## config.mk

```make
export PLATFORM = sky130hd
export DESIGN_NAME = windowed_address_translator_core_flat
export DESIGN_NICKNAME = d
export VERILOG_FILES = /design/src/hw/rtl/wat_pkg.sv /design/src/hw/rtl/wat_addr_if.sv /design/src/hw/rtl/wat_result_if.sv /design/src/hw/rtl/wat_decode.sv /design/src/hw/rtl/windowed_address_translator_core.sv /design/src/flat_wrapper.sv
export SDC_FILE = /design/constraint.sdc
export NUM_CORES = 1
export LEC_CHECK = 0
export BUFFER_PORTS_ARGS = -buffer_cell sky130_fd_sc_hd__buf_2
export CAP_MARGIN = 20
export CORE_ASPECT_RATIO = 1.25
export CORE_MARGIN = 2
export CORE_UTILIZATION = 29
export CTS_CLUSTER_SIZE = 16
export DETAILED_ROUTE_END_ITERATION = 10
export SYNTH_ARGS = -nofsm -noshare
export SYNTH_HDL_FRONTEND = slang
export SYNTH_HIERARCHICAL = 1
export SYNTH_SLANG_ARGS = --single-unit
```

## constraint.sdc

```tcl
create_clock -name clk -period 4.6 [get_ports clk]
set_input_delay 0.46 -clock clk [delete_from_list [all_inputs] [get_ports clk]]
set_output_delay 0.46 -clock clk [all_outputs]
set_load 0.1 [all_outputs]
```

## src/hw/rtl/wat_pkg.sv

```systemverilog
package wat_pkg;

  localparam int unsigned AddrWidth   = 16;
  localparam int unsigned OffsetWidth = 10;
  localparam int unsigned ValueWidth  = 5;

  typedef enum logic [1:0] {
    WR_NONE  = 2'd0,
    WR_TRACE = 2'd1,
    WR_DPRAM = 2'd2
  } win_write_t;

  // device-side region bounds, upper bound exclusive
  localparam logic [AddrWidth-1:0] REG0_END   = 16'h0040;
  localparam logic [AddrWidth-1:0] REG1_BEGIN = 16'h00f0;
  localparam logic [AddrWidth-1:0] REG1_END   = 16'h0100;
  localparam logic [AddrWidth-1:0] REG2_BEGIN = 16'h1000;
  localparam logic [AddrWidth-1:0] REG2_END   = 16'h1010;
  localparam logic [AddrWidth-1:0] REG3_BEGIN = 16'h2000;
  localparam logic [AddrWidth-1:0] REG3_END   = 16'h203c;
  localparam logic [AddrWidth-1:0] REG4_BEGIN = 16'hc000;
  localparam logic [AddrWidth-1:0] REG4_END   = 16'hc030;
  localparam logic [AddrWidth-1:0] TRACE_BEGIN = 16'h0100;
  localparam logic [AddrWidth-1:0] TRACE_END   = 16'h0300;
  localparam logic [AddrWidth-1:0] DPRAM_BEGIN = 16'he000;
  localparam logic [AddrWidth-1:0] DPRAM_END   = 16'he800;

  // bus offsets, already relative to the mapped base
  localparam logic [OffsetWidth-1:0] OFS_REG0  = 10'h020;
  localparam logic [OffsetWidth-1:0] OFS_REG1  = 10'h060;
  localparam logic [OffsetWidth-1:0] OFS_REG2  = 10'h070;
  localparam logic [OffsetWidth-1:0] OFS_REG3  = 10'h080;
  localparam logic [OffsetWidth-1:0] OFS_REG4  = 10'h0c0;
  localparam logic [OffsetWidth-1:0] OFS_TRACE = 10'h1f0;
  localparam logic [OffsetWidth-1:0] OFS_DPRAM = 10'h200;

  typedef struct packed {
    logic [4:0] trace_window;
    logic       trace_known;
    logic [1:0] dpram_window;
    logic       dpram_known;
  } win_state_t;

  typedef struct packed {
    logic [OffsetWidth-1:0] bus_offset;
    win_write_t             window_write;
    logic [ValueWidth-1:0]  window_value;
    logic                   addr_error;
  } result_t;

endpackage

```

## src/hw/rtl/wat_addr_if.sv

```systemverilog
interface wat_addr_if;
  logic                           valid;
  logic                           ready;
  logic [wat_pkg::AddrWidth-1:0]  device_addr;

  modport source (output valid, output device_addr, input ready);
  modport sink (input valid, input device_addr, output ready);
endinterface

```

## src/hw/rtl/wat_result_if.sv

```systemverilog
interface wat_result_if;
  logic                            valid;
  logic                            ready;
  logic [wat_pkg::OffsetWidth-1:0] bus_offset;
  logic [1:0]                      window_write;
  logic [wat_pkg::ValueWidth-1:0]  window_value;
  logic                            addr_error;

  modport source (
    output valid, output bus_offset, output window_write, output window_value,
    output addr_error, input ready
  );
  modport sink (
    input valid, input bus_offset, input window_write, input window_value,
    input addr_error, output ready
  );
endinterface

```

## src/hw/rtl/wat_decode.sv

```systemverilog
module wat_decode (
  input  logic [wat_pkg::AddrWidth-1:0] addr,
  input  wat_pkg::win_state_t           st,
  output wat_pkg::result_t              res,
  output wat_pkg::win_state_t           st_next
);

  logic [4:0] trace_w;
  logic [1:0] dpram_w;

  assign trace_w = addr[8:4];
  assign dpram_w = addr[10:9];

  always_comb begin
    res          = '0;
    res.window_write = wat_pkg::WR_NONE;
    st_next      = st;
    priority if (addr < wat_pkg::REG0_END) begin
      res.bus_offset = {4'd0, addr[5:0]} + wat_pkg::OFS_REG0;
    end else if (addr >= wat_pkg::REG1_BEGIN && addr < wat_pkg::REG1_END) begin
      res.bus_offset = {6'd0, addr[3:0]} + wat_pkg::OFS_REG1;
    end else if (addr >= wat_pkg::REG2_BEGIN && addr < wat_pkg::REG2_END) begin
      res.bus_offset = {6'd0, addr[3:0]} + wat_pkg::OFS_REG2;
    end else if (addr >= wat_pkg::REG3_BEGIN && addr < wat_pkg::REG3_END) begin
      res.bus_offset = {4'd0, addr[5:0]} + wat_pkg::OFS_REG3;
    end else if (addr >= wat_pkg::REG4_BEGIN && addr < wat_pkg::REG4_END) begin
      res.bus_offset = {4'd0, addr[5:0]} + wat_pkg::OFS_REG4;
    end else if (addr >= wat_pkg::TRACE_BEGIN && addr < wat_pkg::TRACE_END) begin
      res.bus_offset = {6'd0, addr[3:0]} + wat_pkg::OFS_TRACE;
      if (!st.trace_known || trace_w != st.trace_window) begin
        res.window_write     = wat_pkg::WR_TRACE;
        res.window_value     = trace_w;
        st_next.trace_window = trace_w;
        st_next.trace_known  = 1'b1;
      end
    end else if (addr >= wat_pkg::DPRAM_BEGIN && addr < wat_pkg::DPRAM_END) begin
      res.bus_offset = {1'b0, addr[8:0]} + wat_pkg::OFS_DPRAM;
      if (!st.dpram_known || dpram_w != st.dpram_window) begin
        res.window_write     = wat_pkg::WR_DPRAM;
        res.window_value     = {3'd0, dpram_w};
        st_next.dpram_window = dpram_w;
        st_next.dpram_known  = 1'b1;
      end
    end else begin
      res.addr_error = 1'b1;
    end
  end

endmodule

```

## src/hw/rtl/windowed_address_translator_core.sv

```systemverilog
// channel  dir  payload                                              handshake
// req      in   device_addr[15:0]                                    valid/ready
// rsp      out  bus_offset[9:0] window_write[1:0] window_value[4:0]  valid/ready
//               addr_error
// Path: req is captured in the input register, decoded, and held in the result register that drives rsp.
// Throughput: one item per cycle while rsp is not stalled; the decode between the two registers sets it.
// Window state updates as an item moves from the input to the result register.
// rst clears both valid bits and forgets both stored windows.
// A stalled rsp holds the result; req keeps flowing until the input register fills.
module windowed_address_translator_core (
  input  logic               clk,
  input  logic               rst,
  wat_addr_if.sink           req,
  wat_result_if.source       rsp
);

  logic                          in_valid;
  logic [wat_pkg::AddrWidth-1:0] in_addr;
  logic                          out_valid;
  wat_pkg::result_t              out_res;
  wat_pkg::win_state_t           win_state;
  wat_pkg::win_state_t           win_state_next;
  wat_pkg::result_t              dec_res;
  logic                          advance;

  assign advance   = in_valid && (!out_valid || rsp.ready);
  assign req.ready = !in_valid || advance;

  wat_decode u_decode (
    .addr    (in_addr),
    .st      (win_state),
    .res     (dec_res),
    .st_next (win_state_next)
  );

  always_ff @(posedge clk) begin
    if (rst) begin
      in_valid <= 1'b0;
    end else if (req.ready) begin
      in_valid <= req.valid;
    end
  end

  always_ff @(posedge clk) begin
    if (req.valid && req.ready) begin
      in_addr <= req.device_addr;
    end
  end

  always_ff @(posedge clk) begin
    if (rst) begin
      out_valid <= 1'b0;
      win_state <= '0;
    end else begin
      if (advance) begin
        out_valid <= 1'b1;
        win_state <= win_state_next;
      end else if (rsp.ready) begin
        out_valid <= 1'b0;
      end
    end
  end

  always_ff @(posedge clk) begin
    if (advance) begin
      out_res <= dec_res;
    end
  end

  assign rsp.valid        = out_valid;
  assign rsp.bus_offset   = out_res.bus_offset;
  assign rsp.window_write = out_res.window_write;
  assign rsp.window_value = out_res.window_value;
  assign rsp.addr_error   = out_res.addr_error;

  a_error_clean: assert property (@(posedge clk) disable iff (rst)
    out_valid && out_res.addr_error |->
      out_res.bus_offset == '0 && out_res.window_write == wat_pkg::WR_NONE &&
      out_res.window_value == '0)
    else $error("error result carries payload");

  a_value_only_on_write: assert property (@(posedge clk) disable iff (rst)
    out_valid && out_res.window_write == wat_pkg::WR_NONE |-> out_res.window_value == '0)
    else $error("window value without window write");

  a_trace_known_sticky: assert property (@(posedge clk) disable iff (rst)
    win_state.trace_known |=> win_state.trace_known)
    else $error("trace window forgotten");

  a_trace_write_tracks: assert property (@(posedge clk) disable iff (rst)
    advance && dec_res.window_write == wat_pkg::WR_TRACE |=>
      win_state.trace_window == out_res.window_value && win_state.trace_known)
    else $error("trace window state differs from written value");

  a_input_holds: assert property (@(posedge clk) disable iff (rst)
    in_valid && !advance |=> in_valid && $stable(in_addr))
    else $error("stalled input register changed");

endmodule
```

## src/flat_wrapper.sv

```systemverilog
// flat-port wrapper written by rule: the top's interface ports become plain ports
module windowed_address_translator_core_flat 
  (clk, rst, req_valid, req_device_addr, req_ready, rsp_valid, rsp_bus_offset, rsp_window_write, rsp_window_value, rsp_addr_error, rsp_ready);
  wat_addr_if req_i ();
  wat_result_if rsp_i ();
  input  logic clk;
  input  logic rst;
  input wire logic [$bits(req_i.valid)-1:0] req_valid;
  input wire logic [$bits(req_i.device_addr)-1:0] req_device_addr;
  output wire logic [$bits(req_i.ready)-1:0] req_ready;
  output wire logic [$bits(rsp_i.valid)-1:0] rsp_valid;
  output wire logic [$bits(rsp_i.bus_offset)-1:0] rsp_bus_offset;
  output wire logic [$bits(rsp_i.window_write)-1:0] rsp_window_write;
  output wire logic [$bits(rsp_i.window_value)-1:0] rsp_window_value;
  output wire logic [$bits(rsp_i.addr_error)-1:0] rsp_addr_error;
  input wire logic [$bits(rsp_i.ready)-1:0] rsp_ready;
  assign req_i.valid = req_valid;
  assign req_i.device_addr = req_device_addr;
  assign req_ready = req_i.ready;
  assign rsp_valid = rsp_i.valid;
  assign rsp_bus_offset = rsp_i.bus_offset;
  assign rsp_window_write = rsp_i.window_write;
  assign rsp_window_value = rsp_i.window_value;
  assign rsp_addr_error = rsp_i.addr_error;
  assign rsp_i.ready = rsp_ready;
  windowed_address_translator_core u_core (.clk(clk), .rst(rst), .req(req_i), .rsp(rsp_i));
endmodule
```

# After elaboration in Yosys (flattened, before gate mapping)
# Cells that the tools add are included.
# word_totals
register_bits	45
input_bits	20
output_inout_bits	20
word_cells	72
# classes
addsub	7
magnitude_cmp	13
n_eq_ne	2
mux	12
bitwise_logic	6
n_reduce_logical	21
# ops
cell	count
$mux 10	5
$mux 17	2
$ge 16x16->1 const B	2
$lt 16x16->1 const B	2
$add 6x8->9 const B	2
$add 4x7->8 const B	2
$ge 16x13->1 const B	1
$ge 16x14->1 const B	1
$ge 16x8->1 const B	1
$ge 16x9->1 const B	1
$lt 16x10->1 const B	1
$lt 16x13->1 const B	1
$lt 16x14->1 const B	1
$lt 16x7->1 const B	1
$lt 16x9->1 const B	1
$add 4x9->10 const B	1
$add 9x10->10 const B	1
$reduce_and 9->1	1
$logic_and 1x1->1	8
$reduce_and 8->1	1
$add 6x6->7 const B	1
$mux 7	1
$mux 6	1
$not 1->1	6
other kinds (8)	16

# Depth between registers and ports, before layout
# logic_depth
ltp_word	10
depth_mapped	7
depth_no_buf	6

# Hierarchy
# Netlist, hierarchy kept.
# by_module_without_submodules
module	n_inst	cells_per_inst	area_per_inst_um2	seq_area_each_um2
windowed_address_translator_core	1	83	1510.2	1241.2
wat_decode	1	87	591.8	0.0

# Worst setup path after synthesis
# OpenSTA, ideal clock, no wires.
# synth_timing
kind	flip-flop to output port
start	register u_core.out_valid (netlist: u_core/rsp.valid)
end	output req_ready
t_arrival_ns	1.821
t_required_ns	4.140
path_slack_ns	2.319
stages_incl_launch_ff	3
n_path_buf	0
path_cell_list	dfxtp_1 nor2b_4 nand2_1
# synth_via
elab_chain_cells	4
# synth_rtl
element	line	source
start: declaration	windowed_address_translator_core.sv:19	logic out_valid;
start signal: assignment	windowed_address_translator_core.sv:52	out_valid <= 1'b0;
start signal: assignment	windowed_address_translator_core.sv:56	out_valid <= 1'b1;
start signal: assignment	windowed_address_translator_core.sv:59	out_valid <= 1'b0;
$logic_not 1->1	windowed_address_translator_core.sv:26	assign advance = in_valid && (!out_valid || rsp.ready);
$logic_or 1x1->1	windowed_address_translator_core.sv:26	
$logic_and 1x1->1	windowed_address_translator_core.sv:26	
$logic_or 1x1->1	windowed_address_translator_core.sv:27	assign req.ready = !in_valid || advance;
end: declaration	flat_wrapper.sv:10	output wire logic [$bits(req_i.ready)-1:0] req_ready;
# Every way passes these cells.

# Worst setup path after layout
# layout_timing
start	register u_core/in_addr[9] in the netlist's numbering
end	register u_core.out_res (netlist bit u_core/rsp.addr_error), data pin
# layout_via
elab_chain_cells	3
elab_cells_between_ends	21
classes_between	order compare (13); mux (1); reduce/logical (7)
# layout_rtl
element	line	source
start: declaration	windowed_address_translator_core.sv:18	logic [wat_pkg::AddrWidth-1:0] in_addr;
start signal: assignment	windowed_address_translator_core.sv:46	in_addr <= req.device_addr;
$ge 16x8->1, or another cell as far along	wat_decode.sv:20	end else if (addr >= wat_pkg::REG1_BEGIN && addr < wat_pkg::REG1_END) begin
$logic_and 1x1->1, or another cell as far along	wat_decode.sv:20	
$reduce_or 6->1 (no line) / $mux 1 (equally long branches)	--	
end signal: assignment	windowed_address_translator_core.sv:66	out_res <= dec_res;
end: declaration	windowed_address_translator_core.sv:20	wat_pkg::result_t out_res;
# Several ways; a longest one is shown, not always the timed one.
# A chain may end at the register's enable or synchronous reset.

==> results.json <==
{
  "outcome": "finished, final reports clean",
  "cts_made_buffers": 5,
  "timing.rr.start": "u_core/in_addr[9]",
  "drc": 0,
  "drv_slew": 0,
  "die-area_sq_um": 7950,
  "fin_crit_ps": 2326,
  "cp_max_fo": 8,
  "synth_top_area_cell": "edfxtp_1",
  "grt_pass1_wl_um": 6582,
  "critPathCaptureType": "flop",
  "cp_num_buf_inv": 0,
  "placementRows": 34,
  "placed_cells": 293,
  "post_cts_buffers": 0,
  "fmax_mhz": 430.0,
  "cts_buffer_depth": 2,
  "h-tree-depth": 2,
  "max_stage_delay_ps": 600,
  "period_share": 0.5056,
  "leakagePower_nw": 0.8994,
  "pin_count": 40,
  "power.total_w": 0.0008115,
  "hold_viol_final": 0,
  "clk_pin_slew_ps": 80,
  "drt-vias-per-instance": 4.648,
  "finClkSkew_ps": 8.091,
  "diodes": 0,
  "irDropWorstVdd_uv": 121.5,
  "reg2reg_depth": 4,
  "track_usage": 0.1062,
  "drv_cap": 0,
  "start_kind": "flop",
  "pwr_density_cell_nw_per_um2": 330.2,
  "reg2reg_slack_ps": 2270,
  "syn_nets": 190,
  "synth-edff-count": 34,
  "avgSynthCellArea_sq_um": 12.36,
  "fin_cells": 301,
  "cts_num_sinks": 45,
  "arrival_ps": 2380,
  "async_reset_ff_frac": 0,
  "relSlewSlack": 0.6226,
  "grt_max_degree": 28,
  "ys_seq_area_frac": 0.5905,
  "start_util": 0.3013,
  "post_dp_cell_area_sq_um": 2376,
  "design_area_sq_um": 2457,
  "ys_types": 42,
  "worst_slew_pin_slew_ps": 563.4,
  "place_congestion": 0.8707,
  "synth-seq-cells": 45,
  "required_ps": 4650,
  "wl_per_cell_um": 13.15,
  "finalSetupViolCount": 0,
  "crit_chain": "or4_4 -> nor4_1 -> a31oi_1 -> and2_1",
  "hold_buffers": 0,
  "drive_above_1_share": 0.2986,
  "fin_setup_tns_ps": 0,
  "netlist_top_cells_count": "edfxtp_1, nand2b_1, nand2_1",
  "root_buffer": "clkbuf_8",
  "area_delta_synth_final_pct": 16.90,
  "drtAntennaViolNets": 0,
  "synth_top_area_share": 0.4857,
  "routed_wl_um": 3957,
  "crit_end": "u_core/rsp.addr_error",
  "io_buffers": 39,
  "cts_resized": 0,
  "fp.dieW_um": 80.15,
  "drt_iter0_drc": 81,
  "die_h_um": 99.19,
  "cp.depth": 4,
  "core-area_sq_um": 6977,
  "crit_path_start": "u_core/in_addr[9]",
  "rsz0062_at_grt": "false",
  "dp_hpwl_um": 2907,
  "nets": 230,
  "synth_most_common_cell": "edfxtp_1",
  "vias": 1399,
  "hold_class": "input pin to flop",
  "clk_latency_ps": 290,
  "r2r-end": "u_core/rsp.addr_error",
  "first_global_vias": 1400,
  "netlist_instances": 170,
  "critPathTopFamily": "simple AND/OR/NAND/NOR gates",
  "syn_area_sq_um": 2102,
  "synth_area_leaders": "edfxtp_1, dfxtp_1, nand2b_1",
  "hold_ws_ps": 339.8,
  "cpMaxStageDelayCell": "or4_4",
  "path_class": "flop to flop",
  "cts_tree": "yes",
  "yosysWarnings": 6,
  "overflow": 0,
  "dr.pass1.iters": 4,
  "synth_flop_cell": "edfxtp_1",
  "grt_antenna_before_repair": 0
}
-- logic make-up after synthesis --
group	count (synthesis)	synth area share
flops	45	0.5905
mux	15	0.07500
buf+inv	13	0.03215
simple gates	64	0.1821
xor+xnor	8	0.03333
compound gates	25	0.08691
-- power by group --
part           internal [W]  total (W)  leakage, nW  switching, W
Clock              0.000107   0.000226       0.0422      0.000120
Sequential         0.000455   0.000470        0.403     0.0000148
Combinational     0.0000273   0.000115        0.454     0.0000880
Total              0.000589   0.000811        0.899      0.000223
-- layer usage --
layer	wire length (um)	global-route usage
met1	1706	0.1337
met2	1970	0.1699
met3	202	0.02904
met4	78	0.04694
met5	0	0
-- worst min path at each step --
stage | startpoint | endpoint | slack (ps) | depth (start not counted)
after floorplan | u_core/win_state[0] | u_core/win_state[0] | 460 | 2
after global placement | u_core/win_state[3] | u_core/win_state[3] | 480 | 2
after detailed placement | u_core/win_state[3] | u_core/win_state[3] | 480 | 2
after CTS | req_device_addr[11] | u_core/in_addr[11] | 330 | 1
after global routing | req_device_addr[11] | u_core/in_addr[11] | 320 | 1
final | req_device_addr[1] | u_core/in_addr[1] | 340 | 1
-- cell type report --
class,instances,area [sq um]
Multi-Input combinational cell,112,793.3
Fill cell,733,4519
Tap cell,90,112.6
Timing Repair Buffer,41,210.2
Clock inverter,1,5.005
Clock buffer,7,76.32
Inverter,5,18.77
Sequential cell,45,1241
-- through the flow --
stage,utilization,setup slack [ps]
CTS,0.3522,2308
global placement,0.3406,2350
floorplan,-,2319
global route,0.3522,2131
finish,0.3522,2274
detailed placement,0.3406,2315
-- state kept, by name (all words and copies together), names as in the netlist --
register	flops
u_core/rsp.valid	1
u_core/rsp.addr_error	1
u_core/rsp.window_write	2
u_core/in_valid	1
u_core/win_state	9
u_core/rsp.bus_offset	10
u_core/rsp.window_value	5
u_core/in_addr	16
-- cell usage in the layout, fill, tap and decap left out, types with 2 or more instances in the layout --
cell       n
nor2_1     5
or4_1      2
nor4_1     4
a21oi_1    4
buf_4      2
buf_2     39
nand2_1   13
inv_1      5
or2_2      2
o21ai_0    3
mux2i_1    9
xnor2_1    3
clkbuf_1   2
mux2_2     6
nand2b_1  20
clkbuf_8   5
dfxtp_1   11
edfxtp_1  34
a31oi_1    4
xor2_1     5
a21boi_1   4
and2_1     5
nand3_1    3
(Power assumes the default switching activity.)
